==> src/qbsp_pkg.sv <==
package qbsp_pkg;

   // Blend weights share a factor of five, so the sum is worked at scale 200.
   localparam int SCALE       = 1000;
   localparam int WEIGHT_UNIT = 5;
   localparam int RED_SCALE   = SCALE / WEIGHT_UNIT;
   localparam int RED_BIAS    = RED_SCALE / 2;
   localparam int STEPS       = 10;
   localparam int STEP_WIDTH  = $clog2(STEPS);
   // 200 = 8 * 25: drop three bits, then divide by 25.
   localparam int DROP_SHIFT  = 3;
   localparam int ODD_DIV     = RED_SCALE >> DROP_SHIFT;

   localparam logic [STEP_WIDTH-1:0] LAST_STEP = STEP_WIDTH'(STEPS - 1);

   localparam logic KIND_START   = 1'b0;
   localparam logic KIND_CONTROL = 1'b1;

   typedef logic [7:0] weight_type;

   typedef struct packed {
      logic valid;
      logic load;
      logic last;
   } ctl_type;

   // Weight on the incoming control point: j^2.
   function automatic weight_type weight_new(input logic [STEP_WIDTH-1:0] j);
      int jj;
      jj = int'(j);
      return weight_type'(jj * jj);
   endfunction

   // Weight on the newer stored point: (3*SCALE/4 - 10(j-5)^2) / 5.
   function automatic weight_type weight_mid(input logic [STEP_WIDTH-1:0] j);
      int d;
      d = int'(j) - 5;
      return weight_type'((3 * SCALE / 4) / WEIGHT_UNIT - (10 / WEIGHT_UNIT) * d * d);
   endfunction

   // Weight on the older stored point: (j-10)^2.
   function automatic weight_type weight_old(input logic [STEP_WIDTH-1:0] j);
      int d;
      d = int'(j) - STEPS;
      return weight_type'(d * d);
   endfunction

endpackage

==> src/qbsp_seq.sv <==
module qbsp_seq #(
   parameter int W = 16
) (
   input  logic                            clock,
   input  logic                            reset,
   input  logic                            req_valid,
   output logic                            req_ready,
   input  logic                            req_kind,
   input  logic signed [W-1:0]             req_x_coord,
   input  logic signed [W-1:0]             req_y_coord,
   input  logic                            req_final_point,
   input  logic                            advance,
   output qbsp_pkg::ctl_type               tok_ctl,
   output logic [qbsp_pkg::STEP_WIDTH-1:0] tok_j,
   output logic signed [W-1:0]             tok_o_x,
   output logic signed [W-1:0]             tok_o_y,
   output logic signed [W-1:0]             tok_m_x,
   output logic signed [W-1:0]             tok_m_y,
   output logic signed [W-1:0]             tok_n_x,
   output logic signed [W-1:0]             tok_n_y
);
   import qbsp_pkg::*;

   logic                  busy_ff, busy_in;
   logic                  load_ff, load_in;
   logic                  final_ff, final_in;
   logic [STEP_WIDTH-1:0] j_ff, j_in;
   logic signed [W-1:0]   older_x_ff, older_x_in, older_y_ff, older_y_in;
   logic signed [W-1:0]   newer_x_ff, newer_x_in, newer_y_ff, newer_y_in;
   logic signed [W-1:0]   o_x_ff, o_x_in, o_y_ff, o_y_in;
   logic signed [W-1:0]   m_x_ff, m_x_in, m_y_ff, m_y_in;
   logic signed [W-1:0]   n_x_ff, n_x_in, n_y_ff, n_y_in;
   logic                  job_done;
   logic                  take;

   always_comb begin
      job_done  = load_ff || (j_ff == LAST_STEP && !final_ff);
      req_ready = !busy_ff || (advance && job_done);
      take      = req_valid && req_ready;

      busy_in    = busy_ff;
      load_in    = load_ff;
      final_in   = final_ff;
      j_in       = j_ff;
      older_x_in = older_x_ff;
      older_y_in = older_y_ff;
      newer_x_in = newer_x_ff;
      newer_y_in = newer_y_ff;
      o_x_in     = o_x_ff;
      o_y_in     = o_y_ff;
      m_x_in     = m_x_ff;
      m_y_in     = m_y_ff;
      n_x_in     = n_x_ff;
      n_y_in     = n_y_ff;

      if (busy_ff && advance) begin
         if (job_done) begin
            busy_in = 1'b0;
         end else if (j_ff == LAST_STEP) begin
            // final span: double the last point
            j_in     = '0;
            final_in = 1'b0;
            o_x_in   = m_x_ff;
            o_y_in   = m_y_ff;
            m_x_in   = n_x_ff;
            m_y_in   = n_y_ff;
         end else begin
            j_in = j_ff + 1'b1;
         end
      end

      if (take) begin
         busy_in  = 1'b1;
         j_in     = '0;
         n_x_in   = req_x_coord;
         n_y_in   = req_y_coord;
         if (req_kind == KIND_START) begin
            load_in    = 1'b1;
            final_in   = 1'b0;
            older_x_in = req_x_coord;
            older_y_in = req_y_coord;
            newer_x_in = req_x_coord;
            newer_y_in = req_y_coord;
         end else begin
            load_in    = 1'b0;
            final_in   = req_final_point;
            o_x_in     = older_x_ff;
            o_y_in     = older_y_ff;
            m_x_in     = newer_x_ff;
            m_y_in     = newer_y_ff;
            older_x_in = newer_x_ff;
            older_y_in = newer_y_ff;
            newer_x_in = req_x_coord;
            newer_y_in = req_y_coord;
         end
      end
   end

   always_ff @(posedge clock) begin
      if (reset) begin
         busy_ff    <= 1'b0;
         load_ff    <= 1'b0;
         final_ff   <= 1'b0;
         j_ff       <= '0;
         older_x_ff <= '0;
         older_y_ff <= '0;
         newer_x_ff <= '0;
         newer_y_ff <= '0;
      end else begin
         busy_ff    <= busy_in;
         load_ff    <= load_in;
         final_ff   <= final_in;
         j_ff       <= j_in;
         older_x_ff <= older_x_in;
         older_y_ff <= older_y_in;
         newer_x_ff <= newer_x_in;
         newer_y_ff <= newer_y_in;
      end
   end

   always_ff @(posedge clock) begin
      o_x_ff <= o_x_in;
      o_y_ff <= o_y_in;
      m_x_ff <= m_x_in;
      m_y_ff <= m_y_in;
      n_x_ff <= n_x_in;
      n_y_ff <= n_y_in;
   end

   always_comb begin
      tok_ctl.valid = busy_ff;
      tok_ctl.load  = load_ff;
      tok_ctl.last  = busy_ff && !load_ff && j_ff == LAST_STEP && !final_ff;
      tok_j         = j_ff;
      tok_o_x       = o_x_ff;
      tok_o_y       = o_y_ff;
      tok_m_x       = m_x_ff;
      tok_m_y       = m_y_ff;
      tok_n_x       = n_x_ff;
      tok_n_y       = n_y_ff;
   end

endmodule

==> src/qbsp_blend.sv <==
module qbsp_blend #(
   parameter int W = 16
) (
   input  logic                            clock,
   input  logic                            advance,
   input  logic [qbsp_pkg::STEP_WIDTH-1:0] j,
   input  logic signed [W-1:0]             o,
   input  logic signed [W-1:0]             m,
   input  logic signed [W-1:0]             n,
   output logic signed [W-1:0]             quot,
   output logic signed [W-1:0]             pt
);
   import qbsp_pkg::*;

   // Products and sums: |sum| < 200 * 2^(W-1) + 100 < 2^(W+7).
   localparam int PW    = W + 9;
   // Magnitude after dropping three bits.
   localparam int VW    = W + 4;
   localparam int MW    = 2 * VW - 4;
   localparam logic [VW-1:0] RECIP = VW'((64'd1 << VW) / 64'(ODD_DIV));

   logic signed [PW-1:0] pn_ff, pn_in, pm_ff, pm_in, po_ff, po_in;
   logic signed [W-1:0]  pt_a_ff, pt_b_ff, pt_c_ff;
   logic signed [PW-1:0] u;
   logic [PW-1:0]        mag;
   logic [VW-1:0]        v_ff, v_in, v_c_ff;
   logic                 neg_ff, neg_in, neg_c_ff;
   logic [MW-1:0]        prod;
   logic [W-1:0]         q0_ff, q0_in;
   logic [VW-1:0]        rem;
   logic                 bump;
   logic [W:0]           qmag;
   logic [W:0]           qsig;

   // Stage A: three weighted terms.
   always_comb begin
      pn_in = PW'(n) * PW'($signed({1'b0, weight_new(j)}));
      pm_in = PW'(m) * PW'($signed({1'b0, weight_mid(j)}));
      po_in = PW'(o) * PW'($signed({1'b0, weight_old(j)}));
   end

   // Stage B: sum with bias, split into sign and magnitude / 8.
   always_comb begin
      u      = pn_ff + pm_ff + po_ff + PW'(RED_BIAS);
      neg_in = u[PW-1];
      mag    = neg_in ? PW'(-u) : PW'(u);
      v_in   = mag[DROP_SHIFT+VW-1:DROP_SHIFT];
   end

   // Stage C: reciprocal estimate of v / 25, low by at most one.
   always_comb begin
      prod  = MW'(v_ff) * MW'(RECIP);
      q0_in = prod[MW-1:VW];
   end

   // Correct the estimate and restore the sign.
   always_comb begin
      rem  = v_c_ff - VW'(q0_ff) * VW'(ODD_DIV);
      bump = rem >= VW'(ODD_DIV);
      qmag = {1'b0, q0_ff} + (W+1)'(bump);
      qsig = neg_c_ff ? (W+1)'(-qmag) : qmag;
      quot = qsig[W-1:0];
      pt   = pt_c_ff;
   end

   always_ff @(posedge clock) begin
      if (advance) begin
         pn_ff    <= pn_in;
         pm_ff    <= pm_in;
         po_ff    <= po_in;
         pt_a_ff  <= n;
         v_ff     <= v_in;
         neg_ff   <= neg_in;
         pt_b_ff  <= pt_a_ff;
         q0_ff    <= q0_in;
         v_c_ff   <= v_ff;
         neg_c_ff <= neg_ff;
         pt_c_ff  <= pt_b_ff;
      end
   end

endmodule

==> src/quadratic_bspline_point_generator_top.sv <==
// Channel   Ports                                       Direction   Moves
// req       req_valid/req_ready, kind, x, y, final      in          one point item
// rsp       rsp_valid/rsp_ready, from/to x,y, end_of_run out         one segment item
//
// A control point item gives ten segments (twenty when it carries final_point),
// one segment per cycle while rsp does not stall, set by the step counter of the
// span sequencer. A start point item gives no segment. An accepted item passes the
// sequencer registers, blend stages A, B and C and then the output register.
// Reset is synchronous and clears the stored points, the pen and all valid bits.
// A stall on rsp freezes the whole pipeline; req is taken again in the cycle
// the last step of the current item moves on.
module quadratic_bspline_point_generator_top #(
   parameter int COORD_WIDTH = 16
) (
   input  logic                          clock,
   input  logic                          reset,
   input  logic                          req_valid,
   output logic                          req_ready,
   input  logic                          req_kind,
   input  logic signed [COORD_WIDTH-1:0] req_x_coord,
   input  logic signed [COORD_WIDTH-1:0] req_y_coord,
   input  logic                          req_final_point,
   output logic                          rsp_valid,
   input  logic                          rsp_ready,
   output logic signed [COORD_WIDTH-1:0] rsp_from_x,
   output logic signed [COORD_WIDTH-1:0] rsp_from_y,
   output logic signed [COORD_WIDTH-1:0] rsp_to_x,
   output logic signed [COORD_WIDTH-1:0] rsp_to_y,
   output logic                          rsp_end_of_run
);
   import qbsp_pkg::*;

   localparam int W = COORD_WIDTH;

   logic                  advance;
   ctl_type               tok_ctl;
   logic [STEP_WIDTH-1:0] tok_j;
   logic signed [W-1:0]   tok_o_x, tok_o_y, tok_m_x, tok_m_y, tok_n_x, tok_n_y;
   logic signed [W-1:0]   quot_x, quot_y, pt_x, pt_y;

   // Control for the three datapath stages, in step with the blend units.
   ctl_type               s1_ctl_ff, s2_ctl_ff, s3_ctl_ff;

   logic                  rsp_valid_ff, rsp_valid_in;
   logic signed [W-1:0]   from_x_ff, from_y_ff, to_x_ff, to_y_ff;
   logic                  eor_ff;
   logic signed [W-1:0]   pen_x_ff, pen_x_in, pen_y_ff, pen_y_in;

   // Advance everything together whenever the output register can take a value.
   assign advance = !rsp_valid_ff || rsp_ready;

   qbsp_seq #(.W(W)) u_seq (
      .clock           (clock),
      .reset           (reset),
      .req_valid       (req_valid),
      .req_ready       (req_ready),
      .req_kind        (req_kind),
      .req_x_coord     (req_x_coord),
      .req_y_coord     (req_y_coord),
      .req_final_point (req_final_point),
      .advance         (advance),
      .tok_ctl         (tok_ctl),
      .tok_j           (tok_j),
      .tok_o_x         (tok_o_x),
      .tok_o_y         (tok_o_y),
      .tok_m_x         (tok_m_x),
      .tok_m_y         (tok_m_y),
      .tok_n_x         (tok_n_x),
      .tok_n_y         (tok_n_y)
   );

   qbsp_blend #(.W(W)) u_blend_x (
      .clock   (clock),
      .advance (advance),
      .j       (tok_j),
      .o       (tok_o_x),
      .m       (tok_m_x),
      .n       (tok_n_x),
      .quot    (quot_x),
      .pt      (pt_x)
   );

   qbsp_blend #(.W(W)) u_blend_y (
      .clock   (clock),
      .advance (advance),
      .j       (tok_j),
      .o       (tok_o_y),
      .m       (tok_m_y),
      .n       (tok_n_y),
      .quot    (quot_y),
      .pt      (pt_y)
   );

   always_ff @(posedge clock) begin
      if (reset) begin
         s1_ctl_ff <= '0;
         s2_ctl_ff <= '0;
         s3_ctl_ff <= '0;
      end else if (advance) begin
         s1_ctl_ff <= tok_ctl;
         s2_ctl_ff <= s1_ctl_ff;
         s3_ctl_ff <= s2_ctl_ff;
      end
   end

   // The pen lives at the output: a segment starts where the last one ended,
   // and a start point item only reloads it.
   always_comb begin
      rsp_valid_in = rsp_valid_ff;
      pen_x_in     = pen_x_ff;
      pen_y_in     = pen_y_ff;
      if (advance) begin
         rsp_valid_in = s3_ctl_ff.valid && !s3_ctl_ff.load;
         if (s3_ctl_ff.valid) begin
            pen_x_in = s3_ctl_ff.load ? pt_x : quot_x;
            pen_y_in = s3_ctl_ff.load ? pt_y : quot_y;
         end
      end
   end

   always_ff @(posedge clock) begin
      if (reset) begin
         rsp_valid_ff <= 1'b0;
         pen_x_ff     <= '0;
         pen_y_ff     <= '0;
      end else begin
         rsp_valid_ff <= rsp_valid_in;
         pen_x_ff     <= pen_x_in;
         pen_y_ff     <= pen_y_in;
      end
   end

   // Hold the segment while the consumer stalls.
   always_ff @(posedge clock) begin
      if (advance) begin
         from_x_ff <= pen_x_ff;
         from_y_ff <= pen_y_ff;
         to_x_ff   <= quot_x;
         to_y_ff   <= quot_y;
         eor_ff    <= s3_ctl_ff.last;
      end
   end

   assign rsp_valid      = rsp_valid_ff;
   assign rsp_from_x     = from_x_ff;
   assign rsp_from_y     = from_y_ff;
   assign rsp_to_x       = to_x_ff;
   assign rsp_to_y       = to_y_ff;
   assign rsp_end_of_run = eor_ff;

endmodule

==> config.mk <==
export PLATFORM = sky130hd
export DESIGN_NAME = quadratic_bspline_point_generator_top
export DESIGN_NICKNAME = d
export VERILOG_FILES = /design/src/qbsp_pkg.sv /design/src/qbsp_seq.sv /design/src/qbsp_blend.sv /design/src/quadratic_bspline_point_generator_top.sv
export SDC_FILE = /design/constraint.sdc
export NUM_CORES = 2
export LEC_CHECK = 0
export BUFFER_PORTS_ARGS = -buffer_cell sky130_fd_sc_hd__buf_4
export CAP_MARGIN = 15
export CORE_MARGIN = 3
export CORE_UTILIZATION = 60
export CTS_CLUSTER_SIZE = 8
export DETAILED_ROUTE_END_ITERATION = 8
export PLACE_DENSITY = 0.79
export SETUP_SLACK_MARGIN = 0.3
export SLEW_MARGIN = 20
export SYNTH_ARGS = -nofsm -noshare
export SYNTH_HDL_FRONTEND = slang
export SYNTH_HIERARCHICAL = 1
export SYNTH_SLANG_ARGS = --single-unit
==> constraint.sdc <==
create_clock -name clock -period 9.55 [get_ports clock]
set_clock_uncertainty 0.2 [all_clocks]
set_input_delay 1.91 -clock clock [delete_from_list [all_inputs] [get_ports clock]]
set_output_delay 1.91 -clock clock [all_outputs]
set_load 0.02 [all_outputs]
# [After elaboration in Yosys (flattened, before gate mapping)]
# Cells that the tools add are included.
[word_totals] reg_bits=636 elab_cells=151 inputBits=38
[classes] magnitude_cmp=2 n_reduce_logical=24 n_bitwise=1 mul=13 n_eq_ne=2 n_addsub=18 muxes=38
[op_table] operator="$mux 16" n=26
[op_table] operator="$mul 16x9->25" n=6
[op_table] operator="$add 25x25->25" n=4
[op_table] operator="$mul 20x16->36 const B" n=2
[op_table] operator="$add 25x8->25 const B" n=2
[op_table] operator="$mux 23" n=2
[op_table] operator="$neg 23->23" n=2
[op_table] operator="$ge 20x5->1 const B" n=2
[op_table] operator="$mul 16x5->20 const B" n=2
[op_table] operator="$sub 20x20->20" n=2
[op_table] operator="$add 16x1->16" n=2
[op_table] operator="$mul 31x32->7" n=1
[op_table] operator="$mul 32x32->8" n=1
[op_table] operator="$neg 16->16" n=2
[op_table] operator="$mux 1" n=9
[op_table] operator="$logic_and 1x1->1" n=8
[op_table] operator="$mul 4x4->8" n=1
[op_table] operator="$sub 8x8->8 const A" n=1
[op_table] operator="$reduce_and 2->1" n=3
[op_table] operator="$reduce_bool 2->1" n=3
[op_table] operator="$logic_not 1->1" n=5
[op_table] operator="$sub 4x3->5 const B" n=1
[op_table] operator="$sub 4x4->5 const B" n=1
[op_table] operator="$add 4x1->4 const B" n=1
[op_table] operator="other kinds (7)" n=9

# [Longest topological paths before layout]
[logic_depth] depth_word=8 ltp_mapped=37 mapped_depth_nobuf=35

# [Hierarchy]
# Netlist, hierarchy kept.
[modules_own_cells] module="qbsp_blend at u_blend_y" area_each_um2=30608.1 n_inst=1 cells_per_inst=3035
[modules_own_cells] module="qbsp_blend at u_blend_x" area_each_um2=30446.7 n_inst=1 cells_per_inst=2994
[modules_own_cells] module="qbsp_seq" area_each_um2=6543.8 n_inst=1 cells_per_inst=648
[modules_own_cells] module="quadratic_bspline_point_generator_top" area_each_um2=3941.3 n_inst=1 cells_per_inst=257

# [Worst setup path after synthesis]
# No wires, ideal clock.
[synth_path] path_type="input-to-output" startpoint="input rsp_ready" endpoint="output req_ready" slack_ns=-0.690 required_ns=7.440 arrival_time_ns=8.130 path_stages=6 path_buffers=2 cell_sequence="nor2b_2 -> buf_6 -> inv_4 -> buf_2 -> inv_1 -> o21ai_0"
[synth_via] elab_chain_cells=3
[synth_rtl] element="from (decl)" line_no="quadratic_bspline_point_generator_top.sv:24" rtl="input logic rsp_ready,"
[synth_rtl] element="$logic_or 1x1->1" line_no="quadratic_bspline_point_generator_top.sv:50" rtl="assign advance = !rsp_valid_ff || rsp_ready;"
[synth_rtl] element="net advance" line_no="quadratic_bspline_point_generator_top.sv:35" rtl="logic advance;"
[synth_rtl] element="$logic_and 1x1->1" line_no="qbsp_seq.sv:38" rtl="req_ready = !busy_ff || (advance && job_done);"
[synth_rtl] element="$logic_or 1x1->1" line_no="qbsp_seq.sv:38"
[synth_rtl] element="to (decl)" line_no="quadratic_bspline_point_generator_top.sv:18" rtl="output logic req_ready,"
# The timed path passes the listed nets, and every way through them passes these cells.

# [Worst setup path in the final report]
[layout_path] startpoint="register u_seq.j_ff[1] (netlist: u_seq/tok_j[1])" endpoint="register u_blend_x.po_ff[23], data pin"
[layout_via] elab_chain_cells=3
[layout_rtl] element="from (decl)" line_no="qbsp_seq.sv:27" rtl="logic [STEP_WIDTH-1:0] j_ff, j_in;"
[layout_rtl] element="from (signal assigned)" line_no="qbsp_seq.sv:113" rtl="j_ff <= j_in;"
[layout_rtl] element="$sub 4x4->5" line_no="qbsp_pkg.sv:44" rtl="d = int'(j) - STEPS;"
[layout_rtl] element="$mul 32x32->8" line_no="qbsp_pkg.sv:45" rtl="return weight_type'(d * d);"
[layout_rtl] element="$mul 16x9->25" line_no="qbsp_blend.sv:39" rtl="po_in = PW'(o) * PW'($signed({1'b0, weight_old(j)}));"
[layout_rtl] element="net u_blend_x.po_in[23]" line_no="qbsp_blend.sv:22" rtl="logic signed [PW-1:0] pn_ff, pn_in, pm_ff, pm_in, po_ff, po_in;"
[layout_rtl] element="to (signal assigned)" line_no="qbsp_blend.sv:70" rtl="po_ff <= po_in;"
[layout_rtl] element="to (decl)" line_no="qbsp_blend.sv:22"
# The timed path passes the listed nets, and every way through them passes these cells.
# A chain may end at the register's enable or synchronous reset.

==> metrics.cfg <==
[finish]
drive_above_1_share_pct=5.32
layout.nets=8978
area_delta_synth_final_pct=7.53
layout_commonest_cell=inv_1
final_cell_mix=inv_1 (1475), ha_1 (979), fa_1 (915), and2_1 (501), edfxtp_1 (457)

[timing]
fin_ws_ns=0.561
tns_ns=0
rsz0062_at_grt=true
min_period_ns=8.99
tightest_slew_ns=1.14
slew_headroom_pct=23.4
hold_violations=0
report.final.slew_viol_count=0
setup_violations=0
max_freq_ghz=0.111
finalCritPeriodShare_pct=94.1

[placed_design]
detailed_place_hpwl_um=125000
port-buffer-count=104
dp_slack_ns=-0.0360
gp_congestion=0.900

[floorplanning]
io_pins=105
core_area_um2=118000
die_w_um=351
start_util_pct=60.5
num_rows=126
dieArea_um2=123000
chipHeight_um=351

[global_route]
use_met2_pct=43.2
overflow=0
grt_pass1_wl_um=256000
grt_use_met1_pct=36.3
grt_pass1_vias=49800
grt_usage_pct=26.0
antenna_found_initial=9
grt.busiest_layer=met2
grtUsageMet3_pct=3.36
grt_start_max_net_pins=195

[worst_setup_path]
critPathSlowestCell=fa_1
worstSetupPathType=register to register
path_max_fanout=8
worst_path_largest_cell_delay_ns=0.55
cp-end-kind=register
critPathBufInv=6
worst_setup_path_start_kind=register
required_ns=9.75
cp_data_arrival_time_ns=9.19
cp_common_cell=fa_1
crit_family=adder cells

[synthesis]
synth-seq-cells=634
ys_async_sr_fraction_pct=0
synth-edff-count=457
netlist_area_um2=71500
synth_top_area_share_pct=25.6
seq_area_frac_synth_pct=24.1
yosysWarnings=6
syn-num-nets=8870
avgSynthCellArea_um2=10.3
synth.distinct_cells=97
netlist_instances=6934
synth_top_area_cell=fa_1
synthTopCellsByArea=fa_1 (26%), edfxtp_1 (19%), ha_1 (17%)
yosys_most_used_dff=edfxtp_1

[status]
outcome=finished, final reports clean

[drt]
dr.pass1.iters=6
routed_via_density=5.50
drtIter0Drc=2862
drc=0
drtAntennaViolNets=0
finalWirelength_um=156000
vias=47600
wire_per_inst_um=18.1

[cts]
clk_latency_ns=0.69
path_clk_slew_ns=0.05
htreeDepth=3
cts_tree=yes
cts_buffer_depth=3
hold_buffers=0
cts.sink_count=634
cts_buffers=90
cts-root-buf=clkbuf_16

[run]
drv_cap=0

[min_path]
hold_path_class=register to register

worst register-to-register path, delay by kind of cell (launching register included):
kind | cells | cell delay, ns
fa+ha+maj | 10 | 4.51
flops | 1 | 0.36
xor+xnor | 4 | 0.64
compound gates | 9 | 2.10
buf+inv | 6 | 0.45
simple gates | 3 | 0.45
cells by family (layout without fill, tap and decap cells):
kind of cell / Yosys count / count (layout) / synth area share [%]
xor gates and xnor gates: 365 / 365 / 4.48
other: 4 / 10 / 0.0210
buffers and inverters: 1615 / 1789 / 8.62
DFF: 634 / 634 / 24.1
AOI/OAI and AO/OA: 780 / 780 / 7.20
muxes: 136 / 136 / 1.90
and+or+nand+nor: 1502 / 1502 / 10.8
adders and majority gates: 1898 / 1898 / 42.8
path summary, 6_finish.rpt:
| check | startpoint | endpoint | slack [ns] | cells after the start |
|---|---|---|---|---|
| max | u_seq/tok_j[1]$_SDFFE_PP0P_ | u_blend_x/po_ff[23]$_DFFE_PP_ | 0.56 | 32 |
| min | u_blend_y/pt_a_ff[13]$_DFFE_PP_ | u_blend_y/pt_b_ff[13]$_DFFE_PP_ | 0.21 | 0 |
| max reg2reg | u_seq/tok_j[1]$_SDFFE_PP0P_ | u_blend_x/po_ff[23]$_DFFE_PP_ | 0.56 | 32 |
| min reg2reg | u_blend_y/pt_a_ff[13]$_DFFE_PP_ | u_blend_y/pt_b_ff[13]$_DFFE_PP_ | 0.21 | 0 |
per-stage QoR:
step / cells / util (%) / hold WS (ns) / cell area (um2)
3_3_place_gp: 8477 / 62.6 / 0.201 / 74000
2_1_floorplan: 6934 / - / 0.200 / 71500
5_1_grt: 8646 / 65.1 / 0.220 / 76900
4_1_cts: 8637 / 64.8 / 0.213 / 76700
6_report: 8650 / 65.1 / 0.212 / 76900
3_5_place_dp: 8477 / 62.6 / 0.205 / 74000
Yosys cell counts (12+ instances only):
cell type,n
nor3_1,55
o21bai_1,14
inv_1,1477
or2_2,16
o21a_1,30
nand2b_1,30
nor2b_1,73
nand2_1,387
nand3_1,119
clkbuf_1,90
a21boi_0,16
dfxtp_1,177
and3_1,24
o31ai_1,12
and2_1,503
buf_2,22
nor2_1,224
fa_1,916
o21ai_0,117
a21oi_1,247
a31oi_1,23
o31a_1,12
or3_1,15
ha_1,982
nor4_1,14
mux2i_1,135
o211ai_1,15
edfxtp_1,457
o21ai_1,61
xor2_1,105
a211oi_1,49
xnor2_1,259
a21o_1,54
a211oi_2,33
metal layers:
metal  routed length (um)  share of wire (%)
met3                 8320                5.3
met5                    0                  0
met1                69600                 45
met2                74500                 48
met4                 3800                2.4
repair_timing:
action / CTS / global route
gates resized for setup: 3 / 35
endpoints found under the setup margin: 5 / 22
setup buffers: 2 / 7
pin swaps: 1 / 10
registers in the layout, indices dropped and copies added (netlist names), 20 cells and up:
signal,flops
u_blend_x/po_ff,25
u_blend_x/v_c_ff,20
u_blend_x/pm_ff,24
u_blend_x/v_ff,20
u_blend_x/pn_ff,25
u_blend_y/v_c_ff,20
u_blend_y/v_ff,20
u_blend_y/pm_ff,24
u_blend_y/pn_ff,25
u_blend_y/po_ff,25
area by class of cell:
type	count	area, um2
sequential	634	17300
multi-input combinational	4685	48300
clock buffer	148	2490
fill	9009	41300
clock inverter	10	159
tap	1536	1920
antenna	6	15.0
inverter	1480	5580
timing repair buffer	151	1160
Power is not shown: default switching activity piles up to over one toggle a cycle in this logic, so the estimate is an artifact.
